<file path="src/rtl/core/hgms_pkg.sv">
// hunt group member selector package: widths, register indexes and the
// first-free pick function shared by the selector RTL
// no dependencies
package hgms_pkg;

  // member mask and index widths
  localparam int unsigned FreeW    = 16;
  localparam int unsigned MemberW  = 4;
  localparam int unsigned CountW   = 5;
  localparam int unsigned CfgIdxW  = 1;
  localparam int unsigned CfgDataW = 5;

  // largest group the selector hunts over
  localparam logic [CountW-1:0] MaxMembers = CountW'(16);

  // configuration register indexes
  localparam logic [CfgIdxW-1:0] CfgHuntMode    = 1'b0;
  localparam logic [CfgIdxW-1:0] CfgMemberCount = 1'b1;

  // hunt modes
  localparam logic HuntSequential = 1'b0;
  localparam logic HuntCyclic     = 1'b1;

  // result of a priority pick over a member mask
  typedef struct packed {
    logic               hit;
    logic [MemberW-1:0] idx;
  } pick_t;

  // lowest set bit of a member mask
  function automatic pick_t first_set(logic [FreeW-1:0] vec);
    pick_t res;
    res = '0;
    for (int i = FreeW - 1; i >= 0; i--) begin
      if (vec[i]) begin
        res.hit = 1'b1;
        res.idx = MemberW'(i);
      end
    end
    return res;
  endfunction

endpackage

</file>
<file path="src/rtl/core/hunt_group_member_selector_unit.sv">
// hunt group member selector top level: input register, one-pass
// rotate-and-pick search, result register and last-grant state
// depends on hgms_pkg
//
// usage
// - request channel: in_valid_i / in_stall_o with member_free_i, resume_valid_i,
//   resume_index_i, stop_valid_i and stop_index_i; a transfer happens on a
//   rising edge with valid high and stall low
// - result channel: out_valid_o / out_stall_i with found_o and member_index_o,
//   one result per request, in request order
// - config channel: cfg_valid_i / cfg_ready_o with cfg_index_i and cfg_data_i;
//   index 0 is the hunt mode, index 1 the member count; ready is always high,
//   writes are expected only while no request is in flight
// - a transferred request is held in the input register, searched by the
//   combinational search and its result registered in the result register,
//   which then raises result valid; throughput is one request per cycle while
//   the receiver does not stall
// - the last granted member is updated in the same cycle a result is
//   registered, so the next request sees it without a bubble
// - when the receiver stalls, the result register holds and the input
//   register still takes one more request; stall reaches the sender only
//   when both are full
// - reset clears the config registers, the last grant and both valid flags
module hunt_group_member_selector_unit (
  input  logic                         clk_i,
  input  logic                         rst_ni,
  // config write channel
  input  logic                         cfg_valid_i,
  output logic                         cfg_ready_o,
  input  logic [hgms_pkg::CfgIdxW-1:0]  cfg_index_i,
  input  logic [hgms_pkg::CfgDataW-1:0] cfg_data_i,
  // request channel
  input  logic                         in_valid_i,
  output logic                         in_stall_o,
  input  logic [hgms_pkg::FreeW-1:0]    member_free_i,
  input  logic                         resume_valid_i,
  input  logic [hgms_pkg::MemberW-1:0]  resume_index_i,
  input  logic                         stop_valid_i,
  input  logic [hgms_pkg::MemberW-1:0]  stop_index_i,
  // result channel
  output logic                         out_valid_o,
  input  logic                         out_stall_i,
  output logic                         found_o,
  output logic [hgms_pkg::MemberW-1:0]  member_index_o
);
  import hgms_pkg::*;

  // config registers
  logic              hunt_mode_q;
  logic [CountW-1:0] member_count_q;

  // input register
  logic               req_valid_q;
  logic [FreeW-1:0]   free_q;
  logic               res_valid_q;
  logic [MemberW-1:0] res_index_q;
  logic               stp_valid_q;
  logic [MemberW-1:0] stp_index_q;

  // result register
  logic               out_valid_q;
  logic               found_q;
  logic [MemberW-1:0] member_index_q;

  // hunt state
  logic               last_q;
  logic [MemberW-1:0] last_granted_q;

  // search signals
  logic [CountW-1:0]  n_eff;
  logic [CountW-1:0]  res_next;
  logic [CountW-1:0]  last_next;
  logic [MemberW-1:0] start;
  logic               stop_in;
  logic [FreeW-1:0]   cand;
  logic [FreeW-1:0]   upper;
  pick_t              pick_hi;
  pick_t              pick_lo;
  pick_t              pick;
  logic               advance;

  // config writes
  assign cfg_ready_o = 1'b1;

  always_ff @(posedge clk_i or negedge rst_ni) begin
    if (!rst_ni) begin
      hunt_mode_q    <= HuntSequential;
      member_count_q <= '0;
    end else if (cfg_valid_i) begin
      unique case (cfg_index_i)
        CfgHuntMode:    hunt_mode_q    <= cfg_data_i[0];
        CfgMemberCount: member_count_q <= cfg_data_i;
        default:        ;
      endcase
    end
  end

  // handshake: the input register moves on when the result register is free
  assign advance     = req_valid_q && (!out_valid_q || !out_stall_i);
  assign in_stall_o  = req_valid_q && !advance;

  always_ff @(posedge clk_i or negedge rst_ni) begin
    if (!rst_ni) begin
      req_valid_q <= 1'b0;
    end else if (!in_stall_o) begin
      req_valid_q <= in_valid_i;
    end
  end

  always_ff @(posedge clk_i) begin
    if (in_valid_i && !in_stall_o) begin
      free_q      <= member_free_i;
      res_valid_q <= resume_valid_i;
      res_index_q <= resume_index_i;
      stp_valid_q <= stop_valid_i;
      stp_index_q <= stop_index_i;
    end
  end

  // effective group size and search start
  assign n_eff     = (member_count_q > MaxMembers) ? MaxMembers : member_count_q;
  assign res_next  = {1'b0, res_index_q} + CountW'(1);
  assign last_next = {1'b0, last_granted_q} + CountW'(1);

  always_comb begin
    start = '0;
    if (res_valid_q) begin
      if ({1'b0, res_index_q} < n_eff) begin
        start = (res_next == n_eff) ? '0 : res_next[MemberW-1:0];
      end
    end else if (hunt_mode_q == HuntCyclic && last_q &&
                 {1'b0, last_granted_q} < n_eff) begin
      start = (last_next == n_eff) ? '0 : last_next[MemberW-1:0];
    end
  end

  // stop member only counts when it lies inside the group
  assign stop_in = stp_valid_q && ({1'b0, stp_index_q} < n_eff);

  // candidate mask: free members the search reaches before the stop member
  always_comb begin
    for (int i = 0; i < FreeW; i++) begin
      logic in_grp;
      logic hi;
      logic below_stop;
      logic allowed;
      in_grp     = CountW'(i) < n_eff;
      hi         = MemberW'(i) >= start;
      below_stop = MemberW'(i) < stp_index_q;
      if (!stop_in) begin
        allowed = 1'b1;
      end else if (stp_index_q >= start) begin
        allowed = hi && below_stop;
      end else begin
        allowed = hi || below_stop;
      end
      upper[i] = hi;
      cand[i]  = free_q[i] && in_grp && allowed;
    end
  end

  // wrapped search: members from the start upward first, then the low ones
  assign pick_hi = first_set(cand & upper);
  assign pick_lo = first_set(cand & ~upper);
  assign pick    = pick_hi.hit ? pick_hi : pick_lo;

  // result register
  always_ff @(posedge clk_i or negedge rst_ni) begin
    if (!rst_ni) begin
      out_valid_q <= 1'b0;
    end else if (advance) begin
      out_valid_q <= 1'b1;
    end else if (!out_stall_i) begin
      out_valid_q <= 1'b0;
    end
  end

  always_ff @(posedge clk_i) begin
    if (advance) begin
      found_q        <= pick.hit;
      member_index_q <= pick.hit ? pick.idx : '0;
    end
  end

  // last grant update
  always_ff @(posedge clk_i or negedge rst_ni) begin
    if (!rst_ni) begin
      last_q         <= 1'b0;
      last_granted_q <= '0;
    end else if (advance && pick.hit) begin
      last_q         <= 1'b1;
      last_granted_q <= pick.idx;
    end
  end

  assign out_valid_o    = out_valid_q;
  assign found_o        = found_q;
  assign member_index_o = member_index_q;

  // checks
  a_no_grant_zero_index: assert property (@(posedge clk_i) disable iff (!rst_ni)
    out_valid_o && !found_o |-> member_index_o == '0)
    else $error("result without grant carries a nonzero member index");

  a_grant_in_group: assert property (@(posedge clk_i) disable iff (!rst_ni)
    out_valid_o && found_o |-> {1'b0, member_index_o} < n_eff)
    else $error("granted member lies outside the group");

  a_grant_sets_state: assert property (@(posedge clk_i) disable iff (!rst_ni)
    advance && pick.hit |=> last_q && last_granted_q == member_index_o)
    else $error("last grant state does not follow the registered grant");

  a_stall_only_when_full: assert property (@(posedge clk_i) disable iff (!rst_ni)
    in_stall_o |-> req_valid_q && out_valid_q && out_stall_i)
    else $error("request stalled while the pipeline has room");

  a_grant_is_free: assert property (@(posedge clk_i) disable iff (!rst_ni)
    advance && pick.hit |-> free_q[pick.idx])
    else $error("granted member has no free channel");

endmodule
</file>
<file path="config.mk">
export PLATFORM = sky130hd
export DESIGN_NAME = hunt_group_member_selector_unit
export DESIGN_NICKNAME = d
export VERILOG_FILES = /design/src/rtl/core/hgms_pkg.sv /design/src/rtl/core/hunt_group_member_selector_unit.sv
export SDC_FILE = /design/constraint.sdc
export NUM_CORES = 1
export LEC_CHECK = 0
export BUFFER_PORTS_ARGS = -buffer_cell sky130_fd_sc_hd__buf_4
export CAP_MARGIN = 10
export CORE_ASPECT_RATIO = 0.6
export CORE_MARGIN = 3
export CORE_UTILIZATION = 57
export CTS_BUF_LIST = sky130_fd_sc_hd__clkbuf_8 sky130_fd_sc_hd__clkbuf_16
export DETAILED_ROUTE_END_ITERATION = 10
export PLACE_DENSITY = 0.82
export SYNTH_ARGS = -nofsm -noshare
export SYNTH_HDL_FRONTEND = slang
export SYNTH_SLANG_ARGS = --single-unit
</file>
<file path="constraint.sdc">
create_clock -name clk_i -period 6.1 [get_ports clk_i]
set_clock_uncertainty 0.05 [all_clocks]
set_input_delay 0.305 -clock clk_i [delete_from_list [all_inputs] [get_ports clk_i]]
set_output_delay 0.305 -clock clk_i [all_outputs]
set_load 0.005 [all_outputs]
</file>
==> results summary <==
The worst register-to-register path begins at member_count_q[4]. The via count of the first global-routing pass was 3235. The via count of the routed design came out at 3721. The remaining max-slew budget at the tightest pin came out at 20.4%. The count of distinct cell types in the synthesized netlist is 73. The number of antenna violations at the first check in global routing came out at 0.

Compared with the post-synthesis result, the final layout area differs by 13.1%. edfxtp_1 takes more of the synthesized area than any other cell. In this run the critical register-to-register path is captured at last_granted_q[2]. The time the final worst path needs with I/O delays and setup came out at 5.80 ns.

The run finished with clean final reports. The final setup TNS is 0 ns. The number of enable flip-flop cells after synthesis is 31.

The Yosys warning count came out at 0. The synthesized-area fraction occupied by ao, oa, aoi and oai cells came out at 32.8%. The clock-pin slew reported for the worst setup and hold paths after clock tree synthesis is 0.09 ns. The standby leakage power came out at 1.69 nW. The path class of the tightest hold or removal check is primary input to flip-flop. The worst hold path terminates at free_q[5].

The average vias per placed instance came out at 6.88. The startpoint identified for the worst hold timing path is member_free_i[5]. The H-tree was split into 2 levels. The required time at the endpoint of the critical path came out at 6.25 ns.

Setup violations remaining at the end of the flow were counted as 0. The final cell utilization of the core came out at 67.7%. The critical path endpoint category is a flip-flop. The overall die height is 68.6 um. The clock tree from TritonCTS is done. The number of max-capacitance violations reported is 0. The number of buffers created by CTS came out at 5. The largest voltage drop on the vdd net came out at 178 uV. The total I/O pin count came out at 45. The synthesized-area fraction occupied by xor and xnor cells is 1.65%. The pin count of the biggest net entering global routing is 27. The clock insertion delay at the later pin of the skew report came out at 0.30 ns. Setup repair after global routing left no endpoint under its margin. The top achievable clock speed is 172 MHz. After the last flow step, the layout net total stands at 511. The post-synthesis net count came out at 473.

The final layout contains routed wiring with a total length of 11300 um. The clock drives 44 sinks. The number of port buffers is 43. The remaining design rule violation count is 0. After detailed placement, the design holds a cell count of 532. The count of cells in the finished layout, fillers not included, comes to 541. The full die area is 7570 um^2. The slack of the worst reg-to-reg path came out at 0.30 ns.

The finished cells cover 4210 um^2. The area share of and/or/nand/nor cells after synthesis came out at 17.5%. The global-route usage over all layers is 30.7%. The iteration-0 DRC count of the detailed router came out at 622. The mux cell area share after synthesis came out at 3.43%. The instance area at placement came out at 4110 um^2. The placeable core region came out at 6220 um^2.

The slew at the pin closest to its max-slew limit is 1.19 ns. The tree is rooted in a clkbuf_8. STA classifies the critical path startpoint as a flip-flop.

For this run, asynchronously set or reset flops after synthesis account for 29.5%. The synthesized-area fraction occupied by adder cells is 6.32%. The largest fanout of any net on the critical path came out at 12. Yosys attributes the largest share of cell area to edfxtp_1, dfrtp_1, ha_1, a21oi_1, o21ai_0. The worst hold path stage count came out at 1. From left edge to right edge, the die measures 110 um.

After technology mapping, the gate count stands at 418. By area, the combinational part of the netlist is dominated by compound AO/OA/AOI/OAI gates. The initial core utilization is 59.9%. The post-route antenna net violation count came out at 0. For this run, the leading register cell type out of synthesis is edfxtp_1. Once detailed placement completed, the half-perimeter wirelength came to 8600 um. The repair_antennas step left the layout with diodes totalling 0. The worst register-to-register path has a depth of 20.

The share of synthesized area in the top cell type comes to 25.0%. In the finished design, the share of the clock period the worst path needs comes to 95.1%. The global-route wire length before repair came out at 17300 um. In this run the core area contains 22 standard-cell rows. The power per cell area is 317 nW/um^2. By startpoint and endpoint, the worst setup path is classified as flip-flop to flip-flop.

After synthesis, the most frequently instantiated cells are a21oi_1, o21ai_0, edfxtp_1, nand2_1, nor2_1. Dividing the detail-routed wire length by the instance count gives 20.9 um. The average instance in the mapped netlist occupies 8.91 um^2. The netlist area before placement is 3720 um^2.

The routability-driven placement congestion ratio is 1.02. The number of slew-limit violations in the final report came out at 0. The total count of hold-check failures in the final report is 0. The setup fix buffers added after clock tree synthesis came out at 0.

By instance count, the leading cell after synthesis is a21oi_1. The share of the Yosys chip area taken by registers is 33.7%. The synthesized design contains 44 register bits. Data arrives at the worst endpoint at 5.95 ns.

The layout cell share with drive strength beyond 1 came out at 19.0%. Counting along the longest clock path gives a buffer depth of 2. The number of optimization iterations in the first detailed-route pass is 6. After global routing the overflow that remains totals 0.
## where the power goes
group	internal, W	leakage [nW]	switching, W
Clock	0.0000787	0.0496	0.0000997
Sequential	0.000367	0.446	0.0000497
Combinational	0.000288	1.20	0.000452
Total	0.000734	1.69	0.000601
## worst max-delay path: stages (launching register included)
cell and delay (ns):
dfrtp_1 0.49, nor2b_1 0.23, ha_1 0.28, and4bb_2 0.29
a21oi_1 0.05, a221o_1 0.31, o21ai_1 0.34, and2_1 0.27
inv_1 0.24, ha_1 0.34, nand2b_1 0.19, a2111o_1 0.53
nand2_1 0.25, nor2_1 0.18, a21o_1 0.25, a211oi_1 0.37
a32oi_1 0.17, nand4_1 0.21, nand4b_4 0.17, and2_4 0.20
mux2_4 0.30
## cell families after synthesis
family                   after synthesis
XOR/XNOR                               7
buffers and inverters                 39
adder cells (fa/ha/maj)               19
flip-flops                            44
multiplexers                          10
other                                  1
AO/OA/AOI/OAI                        178
AND/OR/NAND/NOR                      120
## repair_timing
item,4_1_cts,5_1_grt
gates resized for setup,0,3
hold buffers,1,0
endpoints found under the hold margin,13,0
setup endpoints to repair,0,6
## area by class of cell
type | instances | area, um^2
multi-input cells | 335 | 2310
fillers | 481 | 2010
flip-flops and latches | 44 | 1260
repair buffers | 52 | 393
well taps | 84 | 105
clock buffers | 5 | 68.8
inverters | 18 | 67.6
clock inverters | 3 | 15.0
## state kept, by name, indices dropped and copies added (netlist names), 4 cells and up
signal,cells
member_count_q,5
last_granted_q,4
stp_index_q,4
member_index_o,4
free_q,16
res_index_q,4
## through the flow
stage	setup WS, ns	hold WS, ns	power, W
2_1_floorplan	0.830	-0.0406	0.000924
3_3_place_gp	0.611	0.107	0.00111
3_5_place_dp	0.368	0.104	0.00112
4_1_cts	0.326	0.112	0.00131
5_1_grt	0.00137	0.107	0.00141
6_report	0.299	0.118	0.00133
## worst max path at each step
| stage | start | endpoint | slack (ns) | cells past startpoint |
|---|---|---|---|---|
| final | member_count_q[4] | last_granted_q[2] | 0.30 | 20 |
| after global routing | member_count_q[4] | last_granted_q[2] | 0.001 | 20 |
| after CTS | member_count_q[4] | last_granted_q[2] | 0.33 | 19 |
| after detailed placement | member_count_q[4] | last_granted_q[2] | 0.37 | 19 |
| after global placement | member_count_q[4] | last_granted_q[1] | 0.61 | 21 |
| after floorplan | member_count_q[4] | last_granted_q[0] | 0.83 | 24 |
## cell usage in the layout, fill, tap and decap left out, types with 9 or more instances in the layout
| cell | netlist | routed |
|---|---|---|
| nand2b_1 | 10 | 10 |
| inv_1 | 16 | 17 |
| buf_4 | 2 | 51 |
| a31oi_1 | 10 | 10 |
| and2_1 | 9 | 9 |
| ha_1 | 18 | 18 |
| o21ai_0 | 35 | 35 |
| nand3_1 | 11 | 11 |
| dfrtp_1 | 13 | 13 |
| a22oi_1 | 9 | 9 |
| a21o_1 | 12 | 12 |
| edfxtp_1 | 31 | 31 |
| a21oi_1 | 36 | 36 |
| nor2_1 | 22 | 22 |
| nand2_1 | 31 | 31 |
## routing by layer
| layer | up-vias | routed length [um] | track usage [%] |
|---|---|---|---|
| met5 | - | 0 | 0 |
| met4 | 0 | 137 | 5.53 |
| met3 | 14 | 1510 | 9.86 |
| met2 | 287 | 4660 | 44.6 |
| met1 | 1731 | 5000 | 45.2 |
| li1 | 1689 | - | - |
No activity file was read; power rests on OpenSTA's default activity.
